==> src/design/dq_pkg.sv <==
`default_nettype none
package dq_pkg;

  // Ring geometry
  localparam int DEPTH = 16;
  localparam int IDX_W = (DEPTH > 1) ? $clog2(DEPTH) : 1;
  localparam int CNT_W = $clog2(DEPTH + 1);
  localparam int PTR_W = IDX_W + 1;
  localparam int VAL_W = 32;

  // Command codes
  localparam logic [2:0] CMD_PUSH_FRONT = 3'd0;
  localparam logic [2:0] CMD_PUSH_BACK  = 3'd1;
  localparam logic [2:0] CMD_POP_FRONT  = 3'd2;
  localparam logic [2:0] CMD_POP_BACK   = 3'd3;
  localparam logic [2:0] CMD_DUMP       = 3'd4;

  // Status codes
  localparam logic [1:0] STAT_OK    = 2'd0;
  localparam logic [1:0] STAT_EMPTY = 2'd1;
  localparam logic [1:0] STAT_FULL  = 2'd2;

  typedef struct packed {
    logic [2:0]              cmd;
    logic signed [VAL_W-1:0] value_in;
  } dq_in_t;

  typedef struct packed {
    logic signed [VAL_W-1:0] value_out;
    logic [1:0]              status;
    logic                    last;
  } dq_out_t;

  typedef enum logic [1:0] {
    ST_IDLE,
    ST_EXEC,
    ST_OUT
  } dq_state_t;

  typedef enum logic [2:0] {
    PTR_HOLD,
    PTR_PUSH_FRONT,
    PTR_PUSH_BACK,
    PTR_POP_FRONT,
    PTR_POP_BACK
  } dq_ptr_op_t;

  typedef enum logic [1:0] {
    RD_FRONT,
    RD_BACK,
    RD_NEXT
  } dq_rd_sel_t;

  typedef enum logic [1:0] {
    EMIT_ECHO,
    EMIT_EMPTY,
    EMIT_FULL,
    EMIT_RDATA
  } dq_emit_sel_t;

  // Controller to datapath
  typedef struct packed {
    logic         load;
    dq_ptr_op_t   ptr_op;
    logic         rd_en;
    dq_rd_sel_t   rd_sel;
    logic         cnt_clr;
    logic         cnt_inc;
    logic         emit;
    dq_emit_sel_t emit_sel;
    logic         emit_last;
  } dq_ctl_t;

  // Datapath to controller
  typedef struct packed {
    logic [2:0] cmd;
    logic       full;
    logic       empty;
    logic       dump_last;
    logic       out_free;
  } dq_stat_t;

endpackage
`default_nettype wire

==> src/design/dq_ctrl.sv <==
`default_nettype none
module dq_ctrl (
  input  wire logic             clk,
  input  wire logic             rst_n,
  input  wire logic             in_valid,
  output logic                  in_stall,
  input  wire dq_pkg::dq_stat_t st,
  output dq_pkg::dq_ctl_t       ctl
);

  dq_pkg::dq_state_t state_r, state_nxt;

  logic is_dump;
  assign is_dump = (st.cmd == dq_pkg::CMD_DUMP);

  // State register
  always_ff @(posedge clk) begin
    if (!rst_n) begin
      state_r <= dq_pkg::ST_IDLE;
    end else begin
      state_r <= state_nxt;
    end
  end

  // Next state
  always_comb begin
    state_nxt = state_r;
    case (state_r)
      dq_pkg::ST_IDLE: begin
        if (in_valid) state_nxt = dq_pkg::ST_EXEC;
      end
      dq_pkg::ST_EXEC: begin
        case (st.cmd)
          dq_pkg::CMD_PUSH_FRONT, dq_pkg::CMD_PUSH_BACK: begin
            if (st.out_free) state_nxt = dq_pkg::ST_IDLE;
          end
          dq_pkg::CMD_POP_FRONT, dq_pkg::CMD_POP_BACK, dq_pkg::CMD_DUMP: begin
            if (!st.empty) state_nxt = dq_pkg::ST_OUT;
            else if (st.out_free) state_nxt = dq_pkg::ST_IDLE;
          end
          default: state_nxt = dq_pkg::ST_IDLE;
        endcase
      end
      dq_pkg::ST_OUT: begin
        if (st.out_free && !(is_dump && !st.dump_last)) state_nxt = dq_pkg::ST_IDLE;
      end
      default: state_nxt = dq_pkg::ST_IDLE;
    endcase
  end

  // Outputs
  always_comb begin
    in_stall      = 1'b1;
    ctl.load      = 1'b0;
    ctl.ptr_op    = dq_pkg::PTR_HOLD;
    ctl.rd_en     = 1'b0;
    ctl.rd_sel    = dq_pkg::RD_FRONT;
    ctl.cnt_clr   = 1'b0;
    ctl.cnt_inc   = 1'b0;
    ctl.emit      = 1'b0;
    ctl.emit_sel  = dq_pkg::EMIT_ECHO;
    ctl.emit_last = 1'b1;
    case (state_r)
      dq_pkg::ST_IDLE: begin
        in_stall = 1'b0;
        ctl.load = in_valid;
      end
      dq_pkg::ST_EXEC: begin
        case (st.cmd)
          dq_pkg::CMD_PUSH_FRONT, dq_pkg::CMD_PUSH_BACK: begin
            ctl.emit = st.out_free;
            if (st.full) begin
              ctl.emit_sel = dq_pkg::EMIT_FULL;
            end else if (st.out_free) begin
              ctl.ptr_op = (st.cmd == dq_pkg::CMD_PUSH_FRONT) ?
                           dq_pkg::PTR_PUSH_FRONT : dq_pkg::PTR_PUSH_BACK;
            end
          end
          dq_pkg::CMD_POP_FRONT, dq_pkg::CMD_POP_BACK, dq_pkg::CMD_DUMP: begin
            if (st.empty) begin
              ctl.emit     = st.out_free;
              ctl.emit_sel = dq_pkg::EMIT_EMPTY;
            end else begin
              // issue the first read; pops retire their slot right away
              ctl.rd_en = 1'b1;
              case (st.cmd)
                dq_pkg::CMD_POP_FRONT: ctl.ptr_op = dq_pkg::PTR_POP_FRONT;
                dq_pkg::CMD_POP_BACK: begin
                  ctl.ptr_op = dq_pkg::PTR_POP_BACK;
                  ctl.rd_sel = dq_pkg::RD_BACK;
                end
                default: ctl.cnt_clr = 1'b1;
              endcase
            end
          end
          default: ;
        endcase
      end
      dq_pkg::ST_OUT: begin
        ctl.emit      = st.out_free;
        ctl.emit_sel  = dq_pkg::EMIT_RDATA;
        ctl.emit_last = !is_dump || st.dump_last;
        // dump: fetch the following entry while this one goes out
        if (st.out_free && is_dump && !st.dump_last) begin
          ctl.rd_en   = 1'b1;
          ctl.rd_sel  = dq_pkg::RD_NEXT;
          ctl.cnt_inc = 1'b1;
        end
      end
      default: ;
    endcase
  end

endmodule
`default_nettype wire

==> src/design/dq_datapath.sv <==
`default_nettype none
module dq_datapath (
  input  wire logic            clk,
  input  wire logic            rst_n,
  input  wire dq_pkg::dq_in_t  in_data,
  output dq_pkg::dq_out_t      out_data,
  output logic                 out_valid,
  input  wire logic            out_stall,
  input  wire dq_pkg::dq_ctl_t ctl,
  output dq_pkg::dq_stat_t     st
);

  localparam int IDX_W = dq_pkg::IDX_W;
  localparam int CNT_W = dq_pkg::CNT_W;
  localparam int PTR_W = dq_pkg::PTR_W;
  localparam int VAL_W = dq_pkg::VAL_W;
  localparam logic [PTR_W-1:0] DEPTH_P = PTR_W'(dq_pkg::DEPTH);
  localparam logic [CNT_W-1:0] DEPTH_C = CNT_W'(dq_pkg::DEPTH);

  // Reduce a sum below twice the depth to a slot index
  function automatic logic [IDX_W-1:0] ring_wrap(input logic [PTR_W-1:0] a);
    logic [PTR_W-1:0] d;
    d = a - DEPTH_P;
    return (a >= DEPTH_P) ? d[IDX_W-1:0] : a[IDX_W-1:0];
  endfunction

  logic [2:0]              cmd_r;
  logic signed [VAL_W-1:0] val_r;
  logic [IDX_W-1:0]        front_r, front_nxt;
  logic [CNT_W-1:0]        occ_r, occ_nxt;
  logic [IDX_W-1:0]        cnt_r;
  logic signed [VAL_W-1:0] mem [dq_pkg::DEPTH];
  logic signed [VAL_W-1:0] rdata_r;
  logic                    out_valid_r;
  dq_pkg::dq_out_t         out_r, out_nxt;
  logic [IDX_W-1:0]        addr_pf, addr_pb, addr_back, addr_next, rd_addr;
  logic                    out_free;

  // Slot addresses
  assign addr_pf   = ring_wrap(PTR_W'(front_r) + PTR_W'(dq_pkg::DEPTH - 1));
  assign addr_pb   = ring_wrap(PTR_W'(front_r) + PTR_W'(occ_r));
  assign addr_back = ring_wrap(PTR_W'(front_r) + PTR_W'(occ_r) - PTR_W'(1));
  assign addr_next = ring_wrap(PTR_W'(front_r) + PTR_W'(cnt_r) + PTR_W'(1));

  always_comb begin
    case (ctl.rd_sel)
      dq_pkg::RD_BACK: rd_addr = addr_back;
      dq_pkg::RD_NEXT: rd_addr = addr_next;
      default:         rd_addr = front_r;
    endcase
  end

  // Request capture
  always_ff @(posedge clk) begin
    if (ctl.load) begin
      cmd_r <= in_data.cmd;
      val_r <= in_data.value_in;
    end
  end

  // Front pointer and occupancy
  always_comb begin
    front_nxt = front_r;
    occ_nxt   = occ_r;
    case (ctl.ptr_op)
      dq_pkg::PTR_PUSH_FRONT: begin
        front_nxt = addr_pf;
        occ_nxt   = occ_r + CNT_W'(1);
      end
      dq_pkg::PTR_PUSH_BACK: occ_nxt = occ_r + CNT_W'(1);
      dq_pkg::PTR_POP_FRONT: begin
        front_nxt = ring_wrap(PTR_W'(front_r) + PTR_W'(1));
        occ_nxt   = occ_r - CNT_W'(1);
      end
      dq_pkg::PTR_POP_BACK: occ_nxt = occ_r - CNT_W'(1);
      default: ;
    endcase
  end

  always_ff @(posedge clk) begin
    if (!rst_n) begin
      front_r <= '0;
      occ_r   <= '0;
    end else begin
      front_r <= front_nxt;
      occ_r   <= occ_nxt;
    end
  end

  // Dump position
  always_ff @(posedge clk) begin
    if (ctl.cnt_clr) cnt_r <= '0;
    else if (ctl.cnt_inc) cnt_r <= cnt_r + IDX_W'(1);
  end

  // Slot memory, registered read
  always_ff @(posedge clk) begin
    if (ctl.ptr_op == dq_pkg::PTR_PUSH_FRONT) mem[addr_pf] <= val_r;
    else if (ctl.ptr_op == dq_pkg::PTR_PUSH_BACK) mem[addr_pb] <= val_r;
  end

  always_ff @(posedge clk) begin
    if (ctl.rd_en) rdata_r <= mem[rd_addr];
  end

  // Result register
  assign out_free = !out_valid_r || !out_stall;

  always_comb begin
    out_nxt.last = ctl.emit_last;
    case (ctl.emit_sel)
      dq_pkg::EMIT_EMPTY: begin
        out_nxt.value_out = '0;
        out_nxt.status    = dq_pkg::STAT_EMPTY;
      end
      dq_pkg::EMIT_FULL: begin
        out_nxt.value_out = '0;
        out_nxt.status    = dq_pkg::STAT_FULL;
      end
      dq_pkg::EMIT_RDATA: begin
        out_nxt.value_out = rdata_r;
        out_nxt.status    = dq_pkg::STAT_OK;
      end
      default: begin
        out_nxt.value_out = val_r;
        out_nxt.status    = dq_pkg::STAT_OK;
      end
    endcase
  end

  always_ff @(posedge clk) begin
    if (!rst_n) begin
      out_valid_r <= 1'b0;
    end else if (ctl.emit) begin
      out_valid_r <= 1'b1;
    end else if (!out_stall) begin
      out_valid_r <= 1'b0;
    end
  end

  always_ff @(posedge clk) begin
    if (ctl.emit) out_r <= out_nxt;
  end

  assign out_valid = out_valid_r;
  assign out_data  = out_r;

  // Status to controller
  assign st.cmd       = cmd_r;
  assign st.full      = (occ_r == DEPTH_C);
  assign st.empty     = (occ_r == '0);
  assign st.dump_last = ((CNT_W'(cnt_r) + CNT_W'(1)) == occ_r);
  assign st.out_free  = out_free;

  // Checks
  a_occ_range: assert property (@(posedge clk) disable iff (!rst_n)
    occ_r <= DEPTH_C)
    else $error("occupancy above depth");

  a_front_range: assert property (@(posedge clk) disable iff (!rst_n)
    PTR_W'(front_r) < DEPTH_P)
    else $error("front index out of range");

  a_emit_free: assert property (@(posedge clk) disable iff (!rst_n)
    ctl.emit |-> out_free)
    else $error("result overwritten while held");

  a_push_grow: assert property (@(posedge clk) disable iff (!rst_n)
    (ctl.ptr_op == dq_pkg::PTR_PUSH_FRONT || ctl.ptr_op == dq_pkg::PTR_PUSH_BACK)
    |=> occ_r == $past(occ_r) + CNT_W'(1))
    else $error("push did not grow occupancy");

  a_no_push_full: assert property (@(posedge clk) disable iff (!rst_n)
    st.full |-> !(ctl.ptr_op == dq_pkg::PTR_PUSH_FRONT ||
                  ctl.ptr_op == dq_pkg::PTR_PUSH_BACK))
    else $error("push into full queue");

endmodule
`default_nettype wire

==> src/design/double_ended_queue.sv <==
// Results: push and error results pass the request register and then the result
//   register; pop and dump results also pass the registered slot-memory read.
// Requests: one request at a time, a new one taken only once the last is done;
//   a dump gives one result per cycle from the ring while out_stall is low.
// Reset: synchronous, active low; the queue comes up empty with front index zero;
//   slot contents are undefined until written and never reach the output.
`default_nettype none
module double_ended_queue (
  input  wire logic           clk,
  input  wire logic           rst_n,
  input  wire logic           in_valid,
  output logic                in_stall,
  input  wire dq_pkg::dq_in_t in_data,
  output logic                out_valid,
  input  wire logic           out_stall,
  output dq_pkg::dq_out_t     out_data
);

  dq_pkg::dq_ctl_t  ctl;
  dq_pkg::dq_stat_t st;

  // Sequencer
  dq_ctrl u_ctrl (
    .clk      (clk),
    .rst_n    (rst_n),
    .in_valid (in_valid),
    .in_stall (in_stall),
    .st       (st),
    .ctl      (ctl)
  );

  // Ring buffer and result register
  dq_datapath u_datapath (
    .clk       (clk),
    .rst_n     (rst_n),
    .in_data   (in_data),
    .out_data  (out_data),
    .out_valid (out_valid),
    .out_stall (out_stall),
    .ctl       (ctl),
    .st        (st)
  );

endmodule
`default_nettype wire

==> config.mk <==
export PLATFORM = sky130hd
export DESIGN_NAME = double_ended_queue
export DESIGN_NICKNAME = d
export VERILOG_FILES = /design/src/design/dq_pkg.sv /design/src/design/dq_ctrl.sv /design/src/design/dq_datapath.sv /design/src/design/double_ended_queue.sv
export SDC_FILE = /design/constraint.sdc
export NUM_CORES = 1
export LEC_CHECK = 0
export BUFFER_PORTS_ARGS = -buffer_cell sky130_fd_sc_hd__buf_2
export CELL_PAD_IN_SITES_DETAIL_PLACEMENT = 0
export CELL_PAD_IN_SITES_GLOBAL_PLACEMENT = 2
export CORE_ASPECT_RATIO = 1.1
export CORE_MARGIN = 2
export CORE_UTILIZATION = 48
export DETAILED_ROUTE_END_ITERATION = 10
export HOLD_SLACK_MARGIN = 0.05
export PLACE_DENSITY = 0.88
export SLEW_MARGIN = 25
export SYNTH_ARGS = -nofsm -noshare
export SYNTH_HDL_FRONTEND = slang
export SYNTH_SLANG_ARGS = --single-unit
export TNS_END_PERCENT = 50
==> constraint.sdc <==
create_clock -name clk -period 7.05 [get_ports clk]
set_input_delay 1.41 -clock clk [delete_from_list [all_inputs] [get_ports clk]]
set_output_delay 1.41 -clock clk [all_outputs]
set_load 0.1 [all_outputs]
==> results summary <==
Sorting the synthesized cells by how often they occur yields edfxtp_1 (614), nand2_1 (460), nand3_1 (202). Measured along the y axis, the die boundary spans 243 um. The critical path goes through ha_1 > xnor2_1 > a221oi_1 > o2111ai_1 > and3_1 > nand3_1 > ha_1 > nor2b_1 > a31o_4 > buf_4 > nand2_1 > a32oi_1 > nand4_1 > o21ai_1.

The global-route wire length before repair came out at 90.7 mm. Post-CTS timing repair inserted 0 buffers for setup. The overall track demand over capacity in global routing came out at 22.3%.

The highest cell delay on the worst timing path is 0.66 ns. The worst pin sits at a relative slew slack of 28.5%. The row count came out at 87. Max-cap violations in this run came to 0. The synthesized area per cell came out at 14.0 um^2. The worst setup path is captured at a register. The number of antenna violations at the first check in global routing is 0.

The count of endpoints failing hold in the final timing report was 0. At the end of routability-driven placement, the weighted congestion stood at 0.789. TritonCTS built the clock tree. The detailed-routing iteration count for the pre-antenna-repair pass came out at 8. The detail route stage leaves a number of antenna-violating nets equal to 0. The count of flip-flops with a built-in enable after synthesis is 614. The post-layout net count came out at 1920. The cell family contributing the most delay on the critical path is compound AO/OA/AOI/OAI gates.

The number of setup violations in the final report is 0. The number of global-route vias before repair came out at 14800. Data on the critical path is required at its endpoint by 7.50 ns. The final instance count without filler cells came out at 2579. The startpoint identified for the worst register-to-register timing path is u_datapath.cnt_r[1]. The clock network latency to the later pin of the worst-skew pair came out at 0.63 ns.

The flop and latch count out of synthesis is 630. The setup clock skew after layout came out at 0.0140 ns. The fraction of synthesized cell area taken by the top area cell type is 73.7%. By area the synthesized netlist is led by edfxtp_1 (74%), nand2_1 (6.9%), nand3_1 (4.0%), nand4_1 (1.7%), mux2i_1 (1.4%). The aggregate global routing overflow came out at 0. Detailed placement ended at an HPWL of 30.5 mm. Entering global routing, the biggest net connects 158 pins. The count of antenna diodes in the layout is 0. The dominant cell type by count on the critical path is ha_1. The die covers 54000 um^2. The logic depth of the worst setup path including buffers came out at 14.

Using the TritonRoute via totals, the vias-per-cell ratio works out to 5.80. The cell sitting at the root of the clock tree is a clkbuf_16. The post-synth net total is 1853. From synthesis to final layout, the design area changed by 13.0%. The total via count after detailed routing came out at 15000. For this design, the sink count on the clock tree is 630.

The area of the placeable core is 51400 um^2. After clock tree synthesis, the clock-pin slew on the worst setup and hold paths is 0.06 ns. The overall routed net length is 60.1 mm.

The share of synthesized flip-flops with an asynchronous set or reset is 0%. Among all flip-flop cells after synthesis, the most frequent one is edfxtp_1. The post-route DRC violation count is 4. The most common cell in the synthesized netlist is edfxtp_1. The initial standard-cell utilization of the core came out at 48.7%.

The cell type contributing the most total cell area after synthesis is edfxtp_1. The fraction of layout cells with a size suffix above 1 is 12.4%. The number of fill cells came out at 4147. The worst setup path is of the register to register kind. The x dimension of the die is 222 um. The placed cell count is 2464.

Cells fill 55.0% of the core in the end. Based on the critical path, the design can be clocked at up to 209 MHz. For this block, the initial DRC count from the detailed router was 1755. The leakage component of the power is 0.00957 uW.

For this design, the slowest cell found on the critical path is a31o_4. The multi-input gate area in the final layout came out at 5890 um^2. Counting distinct cell types in the post-synthesis netlist gives 66. The run finished, with violations left. The launch point of the worst path is u_datapath.cnt_r[1].

The data arrival time of the worst path came out at 5.25 ns. The proportion of synthesized chip area in sequential cells is 74.9%. The final reports fail on DRC. The cell area power density is 279 nW/um^2. The final count of pins violating max slew is 0. The count of warnings emitted by yosys came out at 0.

In this run the worst path has a maximum fanout of 61. The buffer levels on the longest clock path is 3. The flip-flop and latch area is 18800 um^2. The number of top-level pins is 76. In this run the critical register-to-register path is captured at u_datapath.rdata_r[11]. Setup repair after global routing left no endpoint under its margin. In this run, post-CTS hold repair placed 0 buffers. The worst reg-to-reg path cell count is 14. The worst-case IR drop observed on VDD is 0.200 mV. The clock period minus worst slack is 4.80 ns.

The post-synthesis cell area came out at 25000 um^2. The worst hold path endpoint is u_datapath.out_data[11]. The period utilization is 68.0%. In the final routed layout, each cell accounts on average for 23.3 um. The startpoint identified for the worst hold timing path is u_datapath.rdata_r[8].

The post-CTS resize count is 0. The setup total negative slack is 0 ns. The total number of H-tree levels came out at 2. The number of port buffers is 75.

The count of cells along the worst hold path came out at 1. In this run the worst hold path is classified as register to register. At the pin with the least slew margin, the transition time is 1.07 ns. The number of buffers and inverters on the critical path is 1. STA classifies the critical path startpoint as a register. The number of cells produced by synthesis is 1793. In this run the register-to-register setup slack is 2.25 ns. Clock tree synthesis inserted a total of 61 buffers.
[cells by family after synthesis]
family	Yosys count	share of synthesized area, %
buf+inv	125	2.33
fa+ha+maj	21	1.14
mux	36	1.44
compound gates	160	5.03
simple gates	796	14.1
flops	630	74.9
xor+xnor	25	1.02
[area by class of cell]
cell class	instances	area share [%]
Inverter	23	0.305
Multi-Input combinational cell	1038	20.8
Sequential cell	630	66.3
Clock buffer	69	5.58
Clock inverter	46	1.69
Tap cell	667	2.95
Timing Repair Buffer	106	2.28
[per-layer routing]
layer	GRT usage [%]	share of wire [%]	vias up	wire, um
met3	3.03	6.7	118	4000
met4	8.70	3.2	0	1910
met2	36.3	48	539	28900
li1	-	-	6808	-
met5	0	0	-	0
met1	30.7	42	7505	25300
[state kept, by name, indices dropped and copies added, names as in the netlist, 2 cells and up]
signal               flops
u_datapath.rdata_r      32
u_datapath.cmd_r         3
u_ctrl.state_r           2
u_datapath.occ_r         5
u_datapath.out_data     35
u_datapath.mem         512
u_datapath.cnt_r         4
u_datapath.front_r       4
u_datapath.val_r        32
[cells in the final DEF, fill, tap and decap left out, types with 5 or more instances in the layout]
cell type,count
edfxtp_1,614
nand2_1,460
nand3_1,202
buf_2,75
nand4_1,68
clkbuf_16,62
mux2i_1,36
a32oi_1,34
o21ai_1,34
a22o_1,33
buf_4,28
inv_1,21
clkinv_1,18
ha_1,18
nor2_4,17
dfxtp_1,16
xnor2_1,14
nor2_1,12
a21oi_1,12
clkinv_2,12
bufinv_16,9
and2_1,8
xor2_1,8
clkbuf_1,7
nor3_1,6
o21ai_0,5
nor2b_1,5
clkinvlp_4,5
[stage by stage]
step | hold WS (ns) | area, um^2 | total power [uW] | worst slack, ns
finish | 0.543 | 28300 | 7900 | 2.25
global route | 0.554 | 28300 | 8130 | 1.90
CTS | 0.543 | 28300 | 7940 | 2.30
detailed placement | 0.529 | 26200 | 4640 | 2.17
global placement | 0.523 | 26200 | 4640 | 2.25
floorplan | 0.514 | 25000 | 4520 | 2.38
[where the power goes]
group / internal [uW] / switching (uW)
clock: 1940 / 1400
sequential: 4170 / 73.6
combinational: 93.2 / 227
total: 6200 / 1700
[worst reg2reg max path, cell delays in order (launching register included)]
cell and delay, ns:
dfxtp_1 0.45, ha_1 0.30, xnor2_1 0.14, a221oi_1 0.09
o2111ai_1 0.27, and3_1 0.32, nand3_1 0.15, ha_1 0.63
nor2b_1 0.36, a31o_4 0.66, buf_4 0.60, nand2_1 0.13
a32oi_1 0.22, nand4_1 0.12, o21ai_1 0.17
[worst max-delay path by stage]
stage | end
global route | u_datapath.rdata_r[11]
CTS | u_datapath.rdata_r[11]
finish | u_datapath.rdata_r[11]
floorplan | u_datapath.rdata_r[0]
global placement | u_datapath.mem[1][27]
detailed placement | u_datapath.mem[1][24]
No activity file was read; power rests on OpenSTA's default activity.
